===== src/sv/phia_pkg.sv =====
// Shared types, constants and tables for the polarized hyperon intensity amplitude core.
// Used by phia_cordic, phia_sqrt and the top level; depends on nothing.
package phia_pkg;

    localparam int CORDIC_STEPS = 15;
    localparam int CW           = 34;   // CORDIC x/y width, Q2.30 plus guard
    localparam int ZW           = 18;   // CORDIC residual angle width
    localparam logic signed [CW-1:0] CORDIC_GAIN = CW'(652032874);

    localparam int MAG_W      = 38;     // |I| width, even
    localparam int SQRT_STEPS = MAG_W / 2;

    localparam int SIDE_DLY  = 14;      // side data delay to meet sine/cosine
    localparam int LAT       = 42;      // input word to output word
    localparam int CFG_IDX_W = 8;

    typedef enum logic [CFG_IDX_W-1:0] {
        REG_ALPHA   = 8'd0,
        REG_RHO111  = 8'd1,
        REG_RHO001  = 8'd2,
        REG_OX      = 8'd3,
        REG_PR      = 8'd4,
        REG_TA      = 8'd5,
        REG_OZ      = 8'd6,
        REG_POL_ANG = 8'd7
    } cfg_reg_t;

    typedef struct packed {
        logic        [15:0] pg;
        logic signed [32:0] term1;
        logic signed [34:0] inner;
        logic signed [34:0] ao;
    } side_t;

    // arctangent of 2^-i in binary angle units
    function automatic logic signed [ZW-1:0] atan_step(input int i);
        logic signed [ZW-1:0] a;
        case (i)
            0:       a = ZW'(8192);
            1:       a = ZW'(4836);
            2:       a = ZW'(2555);
            3:       a = ZW'(1297);
            4:       a = ZW'(651);
            5:       a = ZW'(326);
            6:       a = ZW'(163);
            7:       a = ZW'(81);
            8:       a = ZW'(41);
            9:       a = ZW'(20);
            10:      a = ZW'(10);
            11:      a = ZW'(5);
            12:      a = ZW'(3);
            13:      a = ZW'(1);
            14:      a = ZW'(1);
            default: a = '0;
        endcase
        return a;
    endfunction

endpackage


===== src/sv/phia_cordic.sv =====
// Pipelined sine/cosine of a 16-bit binary angle: quadrant fold, 15 CORDIC stages,
// quadrant rotation with round and clamp to Q1.15. Depends on phia_pkg.
module phia_cordic import phia_pkg::*;
(
    input  logic               clk,
    input  logic               en,
    input  logic        [15:0] ang,
    output logic signed [15:0] cos_q,
    output logic signed [15:0] sin_q
);

    logic signed [CW-1:0] x_reg [0:CORDIC_STEPS];
    logic signed [CW-1:0] y_reg [0:CORDIC_STEPS];
    logic signed [ZW-1:0] z_reg [0:CORDIC_STEPS];
    logic        [1:0]    q_reg [0:CORDIC_STEPS];
    logic signed [15:0]   cos_reg;
    logic signed [15:0]   sin_reg;

    logic [15:0] ang_off;
    logic [1:0]  q0;
    logic [15:0] rr;

    assign ang_off = ang + 16'd8192;
    assign q0      = ang_off[15:14];
    assign rr      = ang - {q0, 14'd0};

    always_ff @(posedge clk)
    begin
        if (en)
        begin
            x_reg[0] <= CORDIC_GAIN;
            y_reg[0] <= '0;
            z_reg[0] <= ZW'(signed'(rr));
            q_reg[0] <= q0;
        end
    end

    for (genvar i = 0; i < CORDIC_STEPS; i++)
    begin : g_step
        always_ff @(posedge clk)
        begin
            if (en)
            begin
                if (!z_reg[i][ZW-1])
                begin
                    x_reg[i+1] <= x_reg[i] - (y_reg[i] >>> i);
                    y_reg[i+1] <= y_reg[i] + (x_reg[i] >>> i);
                    z_reg[i+1] <= z_reg[i] - atan_step(i);
                end
                else
                begin
                    x_reg[i+1] <= x_reg[i] + (y_reg[i] >>> i);
                    y_reg[i+1] <= y_reg[i] - (x_reg[i] >>> i);
                    z_reg[i+1] <= z_reg[i] + atan_step(i);
                end
                q_reg[i+1] <= q_reg[i];
            end
        end
    end

    // round by 2^15 and clamp; input is the sum already shifted
    function automatic logic signed [15:0] sat16(input logic signed [CW-15:0] v);
        logic fits;
        fits = (&v[CW-15:15]) | ~(|v[CW-15:15]);
        if (fits)
            return v[15:0];
        else if (v[CW-15])
            return 16'sh8000;
        else
            return 16'sh7FFF;
    endfunction

    logic signed [CW-1:0] c_full;
    logic signed [CW-1:0] s_full;
    logic signed [CW:0]   c_sum;
    logic signed [CW:0]   s_sum;
    logic signed [15:0]   cos_next;
    logic signed [15:0]   sin_next;

    always_comb
    begin
        case (q_reg[CORDIC_STEPS])
            2'd0:
            begin
                c_full = x_reg[CORDIC_STEPS];
                s_full = y_reg[CORDIC_STEPS];
            end
            2'd1:
            begin
                c_full = -y_reg[CORDIC_STEPS];
                s_full = x_reg[CORDIC_STEPS];
            end
            2'd2:
            begin
                c_full = -x_reg[CORDIC_STEPS];
                s_full = -y_reg[CORDIC_STEPS];
            end
            default:
            begin
                c_full = y_reg[CORDIC_STEPS];
                s_full = -x_reg[CORDIC_STEPS];
            end
        endcase
        c_sum    = (CW+1)'(c_full) + (CW+1)'(16384);
        s_sum    = (CW+1)'(s_full) + (CW+1)'(16384);
        cos_next = sat16(c_sum[CW:15]);
        sin_next = sat16(s_sum[CW:15]);
    end

    always_ff @(posedge clk)
    begin
        if (en)
        begin
            cos_reg <= cos_next;
            sin_reg <= sin_next;
        end
    end

    assign cos_q = cos_reg;
    assign sin_q = sin_reg;

endmodule


===== config.mk =====
export PLATFORM = sky130hd
export DESIGN_NAME = phia_cordic
export DESIGN_NICKNAME = d
export VERILOG_FILES = /design/src/sv/phia_pkg.sv /design/src/sv/phia_cordic.sv
export SDC_FILE = /design/constraint.sdc
export NUM_CORES = 2
export LEC_CHECK = 0
export BUFFER_PORTS_ARGS = -buffer_cell sky130_fd_sc_hd__buf_2
export CAP_MARGIN = 10
export CORE_AREA = 2 2 450 452
export DETAILED_ROUTE_END_ITERATION = 10
export DIE_AREA = 0 0 452 454
export PLACE_DENSITY = 0.68
export REMOVE_ABC_BUFFERS = 1
export SLEW_MARGIN = 20
export SYNTH_ARGS = -nofsm -noshare
export SYNTH_HDL_FRONTEND = slang
export SYNTH_SLANG_ARGS = --single-unit

===== constraint.sdc =====
create_clock -name clk -period 4.87 [get_ports clk]
set_input_delay 0.2435 -clock clk [delete_from_list [all_inputs] [get_ports clk]]
set_output_delay 0.2435 -clock clk [all_outputs]
set_load 0.01 [all_outputs]

==> results.py <==
metrics = {
    "outcome": {
        "status": "finished clean",
    },
    "finish": {
        "nets": 12561,
        "largest_reg_flops": 477,
        "multiInputGateArea_um2": 62800,
        "num-fill-cells": 16993,
        "seq_area_um2": 37300,
        "synthToLayoutAreaGrowth_pct": 16.0,
        "drive_gt1_share_pct": 13.7,
    },
    "sta": {
        "finalSetupViolCount": 0,
        "finalHoldViolations": 0,
        "fin_skew_ns": 0.0316,
        "finalCritPeriodShare_pct": 97.2,
        "max_slew_margin_pct": 27.0,
        "timing.final.ws_setup_ns": 0.138,
        "drv_slew": 0,
        "period_minus_slack_ns": 4.73,
        "rsz0062_at_grt": "yes",
        "worstMarginPinSlew_ns": 1.09,
        "fmax_mhz": 211,
    },
    "clock_tree": {
        "cts_root_buf": "clkbuf_16",
        "cts_buffer_depth": 3,
        "clock_latency_ns": 0.84,
        "htree_levels": 4,
        "clock-sinks": 1242,
        "clk_pin_slew_ns": 0.06,
        "numCtsBuffers": 149,
        "cts_tree": "built",
    },
    "die": {
        "die_w_um": 452,
        "rows": 165,
        "pin_count": 50,
        "die_y_um": 454,
        "core_um2": 201000,
        "start_util_pct": 50.6,
        "dieArea_um2": 205000,
    },
    "grt": {
        "grt-ovfl-total": 0,
        "grt_max_degree": 160,
        "grt_pass1_wl_um": 441000,
        "antenna_found_initial": 8,
        "grt_usage_pct": 26.8,
        "grt_pass1_vias": 81628,
    },
    "placement": {
        "place.gp.congestion": 0.971,
        "pre_cts_slack_ns": -0.539,
        "io_buffer_count": 49,
        "hpwl_um": 225000,
    },
    "run": {
        "drv_cap": 0,
    },
    "routing": {
        "drtPass1Iterations": 6,
        "wl_um": 281000,
        "final_antenna_net_count": 0,
        "route.detailed.drc": 0,
        "vias_per_cell": 5.85,
        "vias": 83085,
        "wire_per_inst_um": 19.8,
        "first_iter_violations": 5988,
    },
    "min_path": {
        "holdPathEnd": "z_reg[0][10]",
        "holdPathStages": 2,
        "holdCritStartpoint": "ang[10]",
        "hold_class": "in2reg",
    },
    "yosys": {
        "synth_top_cell_by_area": "edfxtp_1",
        "ys_top_cells_by_area": "edfxtp_1, ha_1, xnor2_1, a21oi_1, xor2_1",
        "yosysMostFrequentCell": "edfxtp_1",
        "synth-main-ff-cell": "edfxtp_1",
        "avgSynthCellArea_um2": 9.75,
        "ys_seq_area_share_pct": 36.7,
        "synth_cell_types": 94,
        "synth_top_area_share_pct": 36.7,
        "yosys-top-cells-count": "edfxtp_1, xnor2_1, ha_1",
        "syn-instance-count": 10422,
        "yosysWarningCount": 0,
        "synth-async-reset-ratio_pct": 0,
        "synth_seq_cells": 1242,
        "synth_edf_count": 1242,
        "syn_area_um2": 102000,
    },
    "worst_setup_path": {
        "crit_required_ns": 5.43,
        "critPathCaptureType": "register",
        "r2r_slack_ns": 0.14,
        "crit_start": "x_reg[0][111]",
        "reg2regPathDepth": 20,
        "critPathKind": "reg2reg",
        "crit_path_start_kind": "register",
        "worst_r2r_endpoint": "y_reg[0][169]",
        "critPathMaxFanout": 3,
        "r2r_start": "x_reg[0][111]",
        "worstPathArrival_ns": 5.29,
    },
}
[final cells by class]
cell class | instances | area share [%]
flip-flops and latches | 1242 | 31.6
diodes | 2 | 0.00424
repair buffers | 1028 | 6.62
clock buffers | 170 | 3.28
well taps | 2672 | 2.84
inverters | 476 | 1.52
multi-input cells | 8509 | 53.3
clock inverters | 102 | 0.850
[what timing repair did]
| action | CTS | global route |
|---|---|---|
| pin swaps | 2 | 64 |
| endpoints found under the setup margin | 31 | 148 |
| hold buffers | 18 | 0 |
| gates resized for setup | 16 | 230 |
| endpoints found under the hold margin | 31 | 0 |
| buffers inserted | 2 | 36 |
[cell usage in the layout, fill, tap and decap left out, drive strengths merged, types with 183 or more instances in the layout]
| master | count |
|---|---|
| buf | 1011 |
| nand3 | 183 |
| ha | 1094 |
| nor3 | 330 |
| xor2 | 479 |
| a21o | 346 |
| nand2 | 597 |
| xnor2 | 1111 |
| o21ai | 527 |
| inv | 486 |
| nor2 | 837 |
| a21oi | 943 |
| edfxtp | 1242 |
[stage by stage]
stage / std cells / TNS, ns / hold slack, ns / area, um2 / utilization, %
finish: 14201 / 0 / 0.111 / 118000 / 58.7
global route: 14200 / -0.661 / 0.0921 / 118000 / 58.7
CTS: 14163 / 0 / 0.0536 / 117000 / 58.1
detailed placement: 13871 / -8.34 / 0.405 / 112000 / 55.5
global placement: 13871 / -7.42 / 0.401 / 112000 / 55.5
floorplan: 10227 / -52.75 / 0.342 / 101000 / -
[critical path, cell delays in order (launching register included)]
cell      delay, ns
edfxtp_1       0.38
or4_4          0.57
nor3_4         0.14
nand2_1        0.10
or3_4          0.35
buf_4          0.15
nand2b_2       0.20
o21ai_2        0.13
xor2_1         0.16
ha_1           0.28
a21o_1         0.18
o21bai_1       0.18
a221oi_2       0.27
nand2_1        0.11
o31ai_2        0.26
buf_4          0.16
o21ai_1        0.09
o41a_1         0.34
a21o_1         0.20
a21oi_2        0.14
xnor2_1        0.07
[kinds of logic (layout without fill, tap and decap cells)]
group | Yosys count | after routing | share of synthesized area (%)
buffers and inverters | 671 | 1776 | 2.52
AO/OA/AOI/OAI | 2860 | 2860 | 17.9
XOR/XNOR | 1590 | 1590 | 13.7
AND/OR/NAND/NOR | 2798 | 2798 | 13.3
other | 0 | 2 | 0
multiplexers | 124 | 124 | 1.57
flip-flops | 1242 | 1242 | 36.7
adder cells (fa/ha/maj) | 1137 | 1137 | 14.3
[worst max-delay path by stage]
stage / endpoint / slack [ns] / cells after the start
5_1_grt: x_reg[1][67] / -0.12 / 24
2_1_floorplan: sin_q[1] / -1.77 / 11
4_1_cts: y_reg[1][100] / 0.006 / 20
3_3_place_gp: y_reg[1][100] / -0.44 / 20
6_report: y_reg[0][169] / 0.14 / 20
3_5_place_dp: y_reg[1][100] / -0.54 / 20
[layer usage]
metal | wire (um) | track usage [%] | up-vias
met5 | 13 | 0 | -
met3 | 12800 | 2.96 | 541
met1 | 118000 | 33.0 | 39883
met4 | 11400 | 11.0 | 2
li1 | - | - | 40528
met2 | 139000 | 47.6 | 2131
Power is left out: the tool's default activity adds up to more than one toggle a clock period on the data nets, which glitch-free logic cannot reach.
