--- config.mk ---
export PLATFORM = sky130hd
export DESIGN_NAME = phia_sqrt
export DESIGN_NICKNAME = d
export VERILOG_FILES = /design/src/sv/phia_pkg.sv /design/src/sv/phia_sqrt.sv
export SDC_FILE = /design/constraint.sdc
export NUM_CORES = 1
export LEC_CHECK = 0
export ABC_AREA = 0
export BUFFER_PORTS_ARGS = -buffer_cell sky130_fd_sc_hd__buf_2
export CAP_MARGIN = 15
export CORE_UTILIZATION = 47
export CTS_CLUSTER_SIZE = 14
export DETAILED_ROUTE_END_ITERATION = 6
export RECOVER_POWER = 100
export SYNTH_ARGS = -nofsm -noshare
export SYNTH_HDL_FRONTEND = slang
export SYNTH_SLANG_ARGS = --single-unit
--- constraint.sdc ---
create_clock -name clk -period 8.9 [get_ports clk]
set_input_delay 1.78 -clock clk [delete_from_list [all_inputs] [get_ports clk]]
set_output_delay 1.78 -clock clk [all_outputs]
set_load 0.01 [all_outputs]
--- src/sv/phia_pkg.sv ---
// Shared types, constants and tables for the polarized hyperon intensity amplitude core.
// Used by phia_cordic, phia_sqrt and the top level; depends on nothing.
package phia_pkg;

    localparam int CORDIC_STEPS = 15;
    localparam int CW           = 34;   // CORDIC x/y width, Q2.30 plus guard
    localparam int ZW           = 18;   // CORDIC residual angle width
    localparam logic signed [CW-1:0] CORDIC_GAIN = CW'(652032874);

    localparam int MAG_W      = 38;     // |I| width, even
    localparam int SQRT_STEPS = MAG_W / 2;

    localparam int SIDE_DLY  = 14;      // side data delay to meet sine/cosine
    localparam int LAT       = 42;      // input word to output word
    localparam int CFG_IDX_W = 8;

    typedef enum logic [CFG_IDX_W-1:0] {
        REG_ALPHA   = 8'd0,
        REG_RHO111  = 8'd1,
        REG_RHO001  = 8'd2,
        REG_OX      = 8'd3,
        REG_PR      = 8'd4,
        REG_TA      = 8'd5,
        REG_OZ      = 8'd6,
        REG_POL_ANG = 8'd7
    } cfg_reg_t;

    typedef struct packed {
        logic        [15:0] pg;
        logic signed [32:0] term1;
        logic signed [34:0] inner;
        logic signed [34:0] ao;
    } side_t;

    // arctangent of 2^-i in binary angle units
    function automatic logic signed [ZW-1:0] atan_step(input int i);
        logic signed [ZW-1:0] a;
        case (i)
            0:       a = ZW'(8192);
            1:       a = ZW'(4836);
            2:       a = ZW'(2555);
            3:       a = ZW'(1297);
            4:       a = ZW'(651);
            5:       a = ZW'(326);
            6:       a = ZW'(163);
            7:       a = ZW'(81);
            8:       a = ZW'(41);
            9:       a = ZW'(20);
            10:      a = ZW'(10);
            11:      a = ZW'(5);
            12:      a = ZW'(3);
            13:      a = ZW'(1);
            14:      a = ZW'(1);
            default: a = '0;
        endcase
        return a;
    endfunction

endpackage

--- src/sv/phia_sqrt.sv ---
// Pipelined integer square root, one result bit per stage, then round-half
// and saturate to 16 bits. Depends on phia_pkg.
module phia_sqrt import phia_pkg::*;
(
    input  logic              clk,
    input  logic              en,
    input  logic [MAG_W-1:0]  mag,
    output logic [15:0]       amplitude
);

    logic [MAG_W-1:0] v_reg [0:SQRT_STEPS-1];
    logic [MAG_W-1:0] r_reg [0:SQRT_STEPS-1];
    logic [15:0]      amp_reg;

    for (genvar k = 0; k < SQRT_STEPS; k++)
    begin : g_bit
        localparam logic [MAG_W-1:0] BIT = MAG_W'(1) << (2 * (SQRT_STEPS - 1 - k));

        logic [MAG_W-1:0] v_in;
        logic [MAG_W-1:0] r_in;
        logic [MAG_W-1:0] trial;

        if (k == 0)
        begin : g_first
            assign v_in = mag;
            assign r_in = '0;
        end
        else
        begin : g_rest
            assign v_in = v_reg[k-1];
            assign r_in = r_reg[k-1];
        end

        assign trial = r_in + BIT;

        always_ff @(posedge clk)
        begin
            if (en)
            begin
                if (v_in >= trial)
                begin
                    v_reg[k] <= v_in - trial;
                    r_reg[k] <= (r_in >> 1) + BIT;
                end
                else
                begin
                    v_reg[k] <= v_in;
                    r_reg[k] <= r_in >> 1;
                end
            end
        end
    end

    logic [MAG_W-1:0] rounded;

    assign rounded = (r_reg[SQRT_STEPS-1] + MAG_W'(1)) >> 1;

    always_ff @(posedge clk)
    begin
        if (en)
        begin
            if (|rounded[MAG_W-1:16])
                amp_reg <= 16'hFFFF;
            else
                amp_reg <= rounded[15:0];
        end
    end

    assign amplitude = amp_reg;

endmodule

==> results of run 1 <==
worst paths after layout:
path	slack (ns)	depth (start not counted)	end	startpoint
worst max-delay path	2.61	9	v_reg[13][33]	en
worst min-delay path	0.43	0	v_reg[10][0]	v_reg[9][0]
worst max register to register	4.67	8	v_reg[15][26]	v_reg[14][15]
worst min register to register	0.43	0	v_reg[10][0]	v_reg[9][0]
cells in the final DEF, fill, tap and decap left out, drive strengths merged, types with 30 or more instances in the layout:
master / instances
mux2: 30
nor4: 102
xor2: 150
a21oi: 146
o21a: 37
clkbuf: 140
ha: 207
o21ai: 200
nand2b: 41
nand3: 62
nor3: 94
inv: 251
nand4: 41
a21o: 63
buf: 45
edfxtp: 890
nor2: 201
nand2: 268
or3: 35
clkinv: 49
xnor2: 145
power by group:
part,total [W],switching [W],leakage [nW],internal [W]
Clock,0.00406,0.00168,1.58,0.00238
Combinational,0.00169,0.000972,7.48,0.000715
Sequential,0.00565,0.000416,8.50,0.00523
Total,0.0114,0.00307,17.6,0.00833
metal layers:
layer  up-vias  wire length [microns]
li1      12730                      -
met1     12940                  37260
met2       554                  53550
met3       184                   3140
met4         0                   3583
met5         -                      0
stage by stage:
| step | util [%] | hold WS [ns] | cells | cell area, sq um |
|---|---|---|---|---|
| final | 53.15 | 0.4290 | 4702 | 47270 |
| after floorplan | - | 0.4166 | 3351 | 42500 |
| after CTS | 53.30 | 0.4237 | 4702 | 47400 |
| after global routing | 53.15 | 0.4341 | 4702 | 47270 |
| after global placement | 49.64 | 0.4202 | 4523 | 44140 |
| after detailed placement | 49.64 | 0.4284 | 4523 | 44140 |
kinds of logic (layout without fill, tap and decap cells):
kind of cell / Yosys count / count (layout)
xor gates and xnor gates: 295 / 295
DFF: 890 / 890
muxes: 38 / 38
adders and majority gates: 207 / 207
buffers and inverters: 316 / 502
and+or+nand+nor: 1024 / 1024
AOI/OAI and AO/OA: 581 / 581
area by class of cell:
class / instances / area, sq um / area share [%]
Inverter: 248 / 930.9 / 1.970
Clock buffer: 110 / 2497 / 5.284
Tap cell: 1165 / 1458 / 3.084
Sequential cell: 890 / 26730 / 56.54
Clock inverter: 69 / 759.5 / 1.607
Timing Repair Buffer: 75 / 376.6 / 0.7968
Multi-Input combinational cell: 2145 / 14520 / 30.72
==> out/metrics.csv, run 1 <==
stage,metric,value,unit
sta,tns,0,ns
die,design.die.area,91630,sq um
detailed_routing,drc,0,
clock_network,cts_resized,0,
power_and_ir_drop,max-vdd-ir-drop,0.1887,mV
yosys,synth_seq_area_share,62.89,%
yosys,synth_compound_area_share,8.503,%
sta,fin_skew,0.04175,ns
global_routing,gr-usage-met3,2.556,%
yosys,yosys.area.top_type,edfxtp_1,
outcome,violations,"max-capacitance violations, max-slew violations",
placed_design,place.gp.congestion,0.8825,
critical_path,max_stage_delay,2.59,ns
detailed_routing,detail_route.vias_per_cell,5.618,
die,fp.dieH,302.7,microns
sta,setup_viol,0,
clock_network,cts_buffers,98,
yosys,syn_inst,3351,
critical_path,arrival,6.66,ns
global_routing,top_usage_layer,met2,
yosys,synthArstFlopShare,0,%
yosys,yosys.area_share.simple,12.58,%
placed_design,dp_hpwl,73570,microns
die,fp.coreArea,88920,sq um
sta,fin_crit,6.290,ns
clock_network,cts_root_buffer,clkbuf_16,
critical_path,crit_chain,"buf_8, clkbuf_1, nor3b_1, o311ai_0, a211oi_2, buf_4, nand3b_1, nor4_1, xor2_1",
die,start_util,47.79,%
sta,period_share,70.67,%
yosys,post-synth-top-count-cell,edfxtp_1,
yosys,synthMuxAreaShare,0.9833,%
detailed_routing,wl,97530,microns
global_routing,antenna_found_initial,1,
outcome,status,"complete, but fails checks",
clock_network,postCtsSetupBuffers,0,
global_routing,grt_max_degree,163,
global_routing,gr-total-overflow,0,
critical_path,critical-path-top-delay-family,buffers and inverters,
sta,hold_viol_final,0,
detailed_routing,drt_first_pass_iters,5,
detailed_routing,drtIter0Drc,1752,
sta,rsz0062_at_grt,no,
clock_network,cts_hold_buf,0,
hold_path,hold_path.class,flop to flop,
global_routing,grt_use_met1,23.61,%
critical_path,end_kind,flop,
die,io_pins,56,
yosys,netlist_area,42500,sq um
yosys,ys_types,79,
layout,largest_reg_flops,684,
clock_network,insertion_delay,0.68,ns
clock_network,tritoncts,yes,
sta,maxSlewViolCount,606,
layout,n_fill_cell,7506,
yosys,yosysWarnings,0,
critical_path,cp_max_fo,68,
placed_design,io_buffers,55,
clock_network,cts_max_path_buffers,3,
critical_path,critical_path_buf_inv_count,3,
clock_network,htreeDepth,3,
detailed_routing,vias,26410,
placed_design,pre_cts_ws,3.757,ns
job,drv_cap,9,
critical_path,cp.required,9.27,ns
yosys,ys_top_cells_by_count,"edfxtp_1 (890), nand2_1 (268), inv_1 (248)",
layout,antenna_cells,0,
clock_network,clkTransAtPathRegs,0.06,ns
critical_path,crit_type,primary input to flop,
global_routing,grt_pass1_wl,149800,microns
layout,syn_to_final_growth,11.22,%
global_routing,grt_pass1_vias,26600,
power_and_ir_drop,total_power,0.01140,W
yosys,synthAdderAreaFrac,6.094,%
yosys,synth_edf_count,890,
die,die_w,302.7,microns
sta,worst_slew_pin_slew,4.054,ns
yosys,synth_xor_xnor_area_share,6.080,%
yosys,synthFlopType,edfxtp_1,
power_and_ir_drop,power_density,241.2,nW/um^2
sta,layout_setup_ws,2.610,ns
sta,clock.fmax,159.0,MHz
yosys,avgSynthCellArea,12.68,sq um
critical_path,cpMaxStageDelayCell,clkbuf_1,
yosys,synth_top_family_by_area,simple AND/OR/NAND/NOR gates,
yosys,syn-num-nets,3598,
layout,layout-drive-gt1-share,6.899,%
clock_network,tritoncts_num_sinks,890,
detailed_routing,ant_nets,0,
yosys,netlist.area_leader.share,62.89,%
layout,final_nets,3705,
power_and_ir_drop,power.leakage,17.56,nW
critical_path,cp-start-kind,primary input,
detailed_routing,wl_per_cell,20.74,microns
die,rows,109,
yosys,synth_seq_cells,890,
yosys,synthTopCellsByArea,"edfxtp_1 (63%), ha_1 (6.1%), xor2_1 (3.1%)",
global_routing,grt_usage,21.42,%
sta,slew-limit-headroom,-170.3,%
global_routing,use_met2,41.62,%
Power figures use the tool's default switching activity.
==> run 2: changes to the inputs <==
==> constraint.sdc (replaced) <==
create_clock -name clk -period 6.4 [get_ports clk]
set_input_delay 1.28 -clock clk [delete_from_list [all_inputs] [get_ports clk]]
set_output_delay 1.28 -clock clk [all_outputs]
set_load 0.01 [all_outputs]
==> run 2 against run 1 <==
- the run still ends with max-capacitance violations, max-slew violations left
- clock power up 28%
- final cell count shrank 0.28%
- setup slack lost 1.1 ns
- sequential share of layout area up 0.43 points
- non-clock buffer count grew 2
- design area decreased by 0.75%
- worst hold slack gained 0.0076 ns
- die area stayed put
- clock skew decreased by 0.016 ns
- clock-buffer cell count is 3 higher
- critical endpoint is now v_reg[2][37]
- largest power group unchanged
==> out/metrics.csv, run 2 (synthesis gave the netlist of run 1 again) <==
stage,metric,value,unit
outcome,status,"complete, but fails checks",
outcome,violations,"max-capacitance violations, max-slew violations",
die,fp.dieH,302.7,microns
critical_path,cp_max_fo,70,
clock_network,tritoncts,yes,
detailed_routing,drtIter0Drc,1658,
critical_path,crit_chain,"buf_8, clkbuf_1, nand4b_1, a41oi_1, inv_1, and3_1, xor2_1",
hold_path,whs_path_depth,0,
clock_network,cts_hold_buf,0,
power_and_ir_drop,swShare,27.24,%
layout,layout-drive-gt1-share,6.243,%
sta,fin_crit,4.875,ns
clock_network,postCtsSetupBuffers,0,
layout,final_nets,3701,
critical_path,cp-start-kind,primary input,
critical_path,critical-path-top-delay-family,buffers and inverters,
critical_path,end_kind,flop,
layout,final_common_cell,edfxtp_1,
layout,final_cell_mix,"edfxtp_1 (890), nand2_1 (268), inv_1 (248), ha_1 (207), nor2_1 (201)",
critical_path,r2r-end,v_reg[16][17],
power_and_ir_drop,power_density,328.4,nW/um^2
layout,syn_to_final_growth,10.39,%
global_routing,grt_usage,21.34,%
clock_network,tritoncts_num_sinks,890,
die,die_w,302.7,microns
global_routing,gr-total-overflow,0,
sta,maxSlewViolCount,496,
die,start_util,47.79,%
power_and_ir_drop,max-vdd-ir-drop,0.2475,mV
clock_network,cts_resized,0,
power_and_ir_drop,power.leakage,17.38,nW
layout,final_area,46910,sq um
sta,fin_skew,0.02542,ns
critical_path,arrival,5.30,ns
critical_path,crit_type,primary input to flop,
critical_path,cp.depth,7,
sta,worst_slew_pin_slew,4.361,ns
detailed_routing,detail_route.vias_per_cell,5.633,
power_and_ir_drop,clkPwrFrac,33.8,%
critical_path,cp.required,6.82,ns
sta,hold_viol_final,0,
sta,slew-limit-headroom,-190.7,%
die,rows,109,
power_and_ir_drop,power.switching,0.004197,W
hold_path,hold_path.class,flop to flop,
clock_network,htreeDepth,3,
placed_design,dp_hpwl,73590,microns
power_and_ir_drop,total_power,0.01541,W
sta,clock.fmax,205.1,MHz
die,io_pins,56,
critical_path,r2r-start,v_reg[15][26],
global_routing,antenna_found_initial,1,
detailed_routing,drc,0,
sta,setup_viol,0,
placed_design,dp_cells,4524,
detailed_routing,wl,97270,microns
sta,rsz0062_at_grt,no,
die,fp.coreArea,88920,sq um
hold_path,whs_endpoint,v_reg[7][6],
sta,period_share,76.18,%
layout,antenna_cells,0,
clock_network,cts_root_buffer,clkbuf_16,
hold_path,hp-start,v_reg[6][6],
die,design.die.area,91630,sq um
placed_design,place.gp.congestion,0.9172,
power_and_ir_drop,intPower,0.01121,W
layout,stdcell_count,4689,
critical_path,cpMaxStageDelayCell,clkbuf_1,
critical_path,ff2ff_path_depth,8,
clock_network,cts_buffers,92,
detailed_routing,ant_nets,0,
clock_network,cts_max_path_buffers,3,
sta,tns,0,ns
critical_path,rrSetupSlack,2.03,ns
critical_path,max_stage_delay,2.12,ns
placed_design,dpl_cell_area,44150,sq um
power_and_ir_drop,power_frac_seq,50.7,%
detailed_routing,drt_first_pass_iters,6,
detailed_routing,wl_per_cell,20.74,microns
global_routing,grt_max_degree,116,
clock_network,insertion_delay,0.67,ns
global_routing,grt_pass1_wl,149600,microns
clock_network,clkTransAtPathRegs,0.06,ns
critical_path,critical_path_buf_inv_count,3,
detailed_routing,vias,26410,
global_routing,grt_pass1_vias,26920,
job,drv_cap,9,
power_and_ir_drop,p_comb_share,15.5,%
placed_design,io_buffers,55,
layout,largest_reg_flops,684,
==> run 2: changes by cell type in the layout (fill, tap and decap cells not counted), sizes merged <==
cell and delta:
clkinv -12, clkbuf +6, bufinv -5, buf -1
clkinvlp -1
==> run 2: stage by stage <==
step	worst slack [ns]	util, %	hold slack, ns
after floorplan	2.360	-	0.4166
after global placement	2.054	49.65	0.4224
after detailed placement	1.951	49.65	0.4251
after CTS	2.519	52.93	0.4388
after global routing	1.186	52.76	0.4553
final	1.525	52.76	0.4366
==> run 2: worst max-delay path by stage <==
stage | from | to
after CTS | r_reg[16][17] | v_reg[17][34]
final | en | v_reg[2][37]
after global routing | en | v_reg[2][37]
after floorplan | en | r_reg[17][10]
after detailed placement | en | v_reg[13][33]
after global placement | en | v_reg[13][37]
==> run 2: area by class of cell <==
| class | instances | area [sq um] |
|---|---|---|
| Clock buffer | 113 | 2381 |
| Clock inverter | 51 | 539.3 |
| Fill cell | 7490 | 42010 |
| Inverter | 248 | 930.9 |
| Multi-Input combinational cell | 2145 | 14490 |
| Sequential cell | 890 | 26730 |
| Tap cell | 1165 | 1458 |
| Timing Repair Buffer | 77 | 391.6 |
==> run 2: worst register-to-register path: stages (launching register included) <==
cell and delay, ns:
edfxtp_1 0.42, or4_1 0.59, or3_1 0.40, nor4_1 0.30
and3_1 0.29, o21ai_0 0.14, o21ai_2 0.08, clkbuf_1 1.26
o21ai_0 0.53
==> run 2: metal layers <==
metal	part of all wire, %	GRT usage (%)	vias to the layer above
met5	0	0	-
met4	4.4	9.512	0
met3	3.3	2.549	211
met2	55	41.29	562
met1	37	23.04	12940
li1	-	-	12700
==> run 2: power groups by stage <==
stage	registers, W	clock network [W]	logic [W]
2_1_floorplan	0.00765	0	0.00186
3_5_place_dp	0.00793	0	0.00239
6_report	0.00782	0.00521	0.00238
5_1_grt	0.00788	0.00553	0.00266
4_1_cts	0.00781	0.00534	0.00241
3_3_place_gp	0.00792	0	0.00233
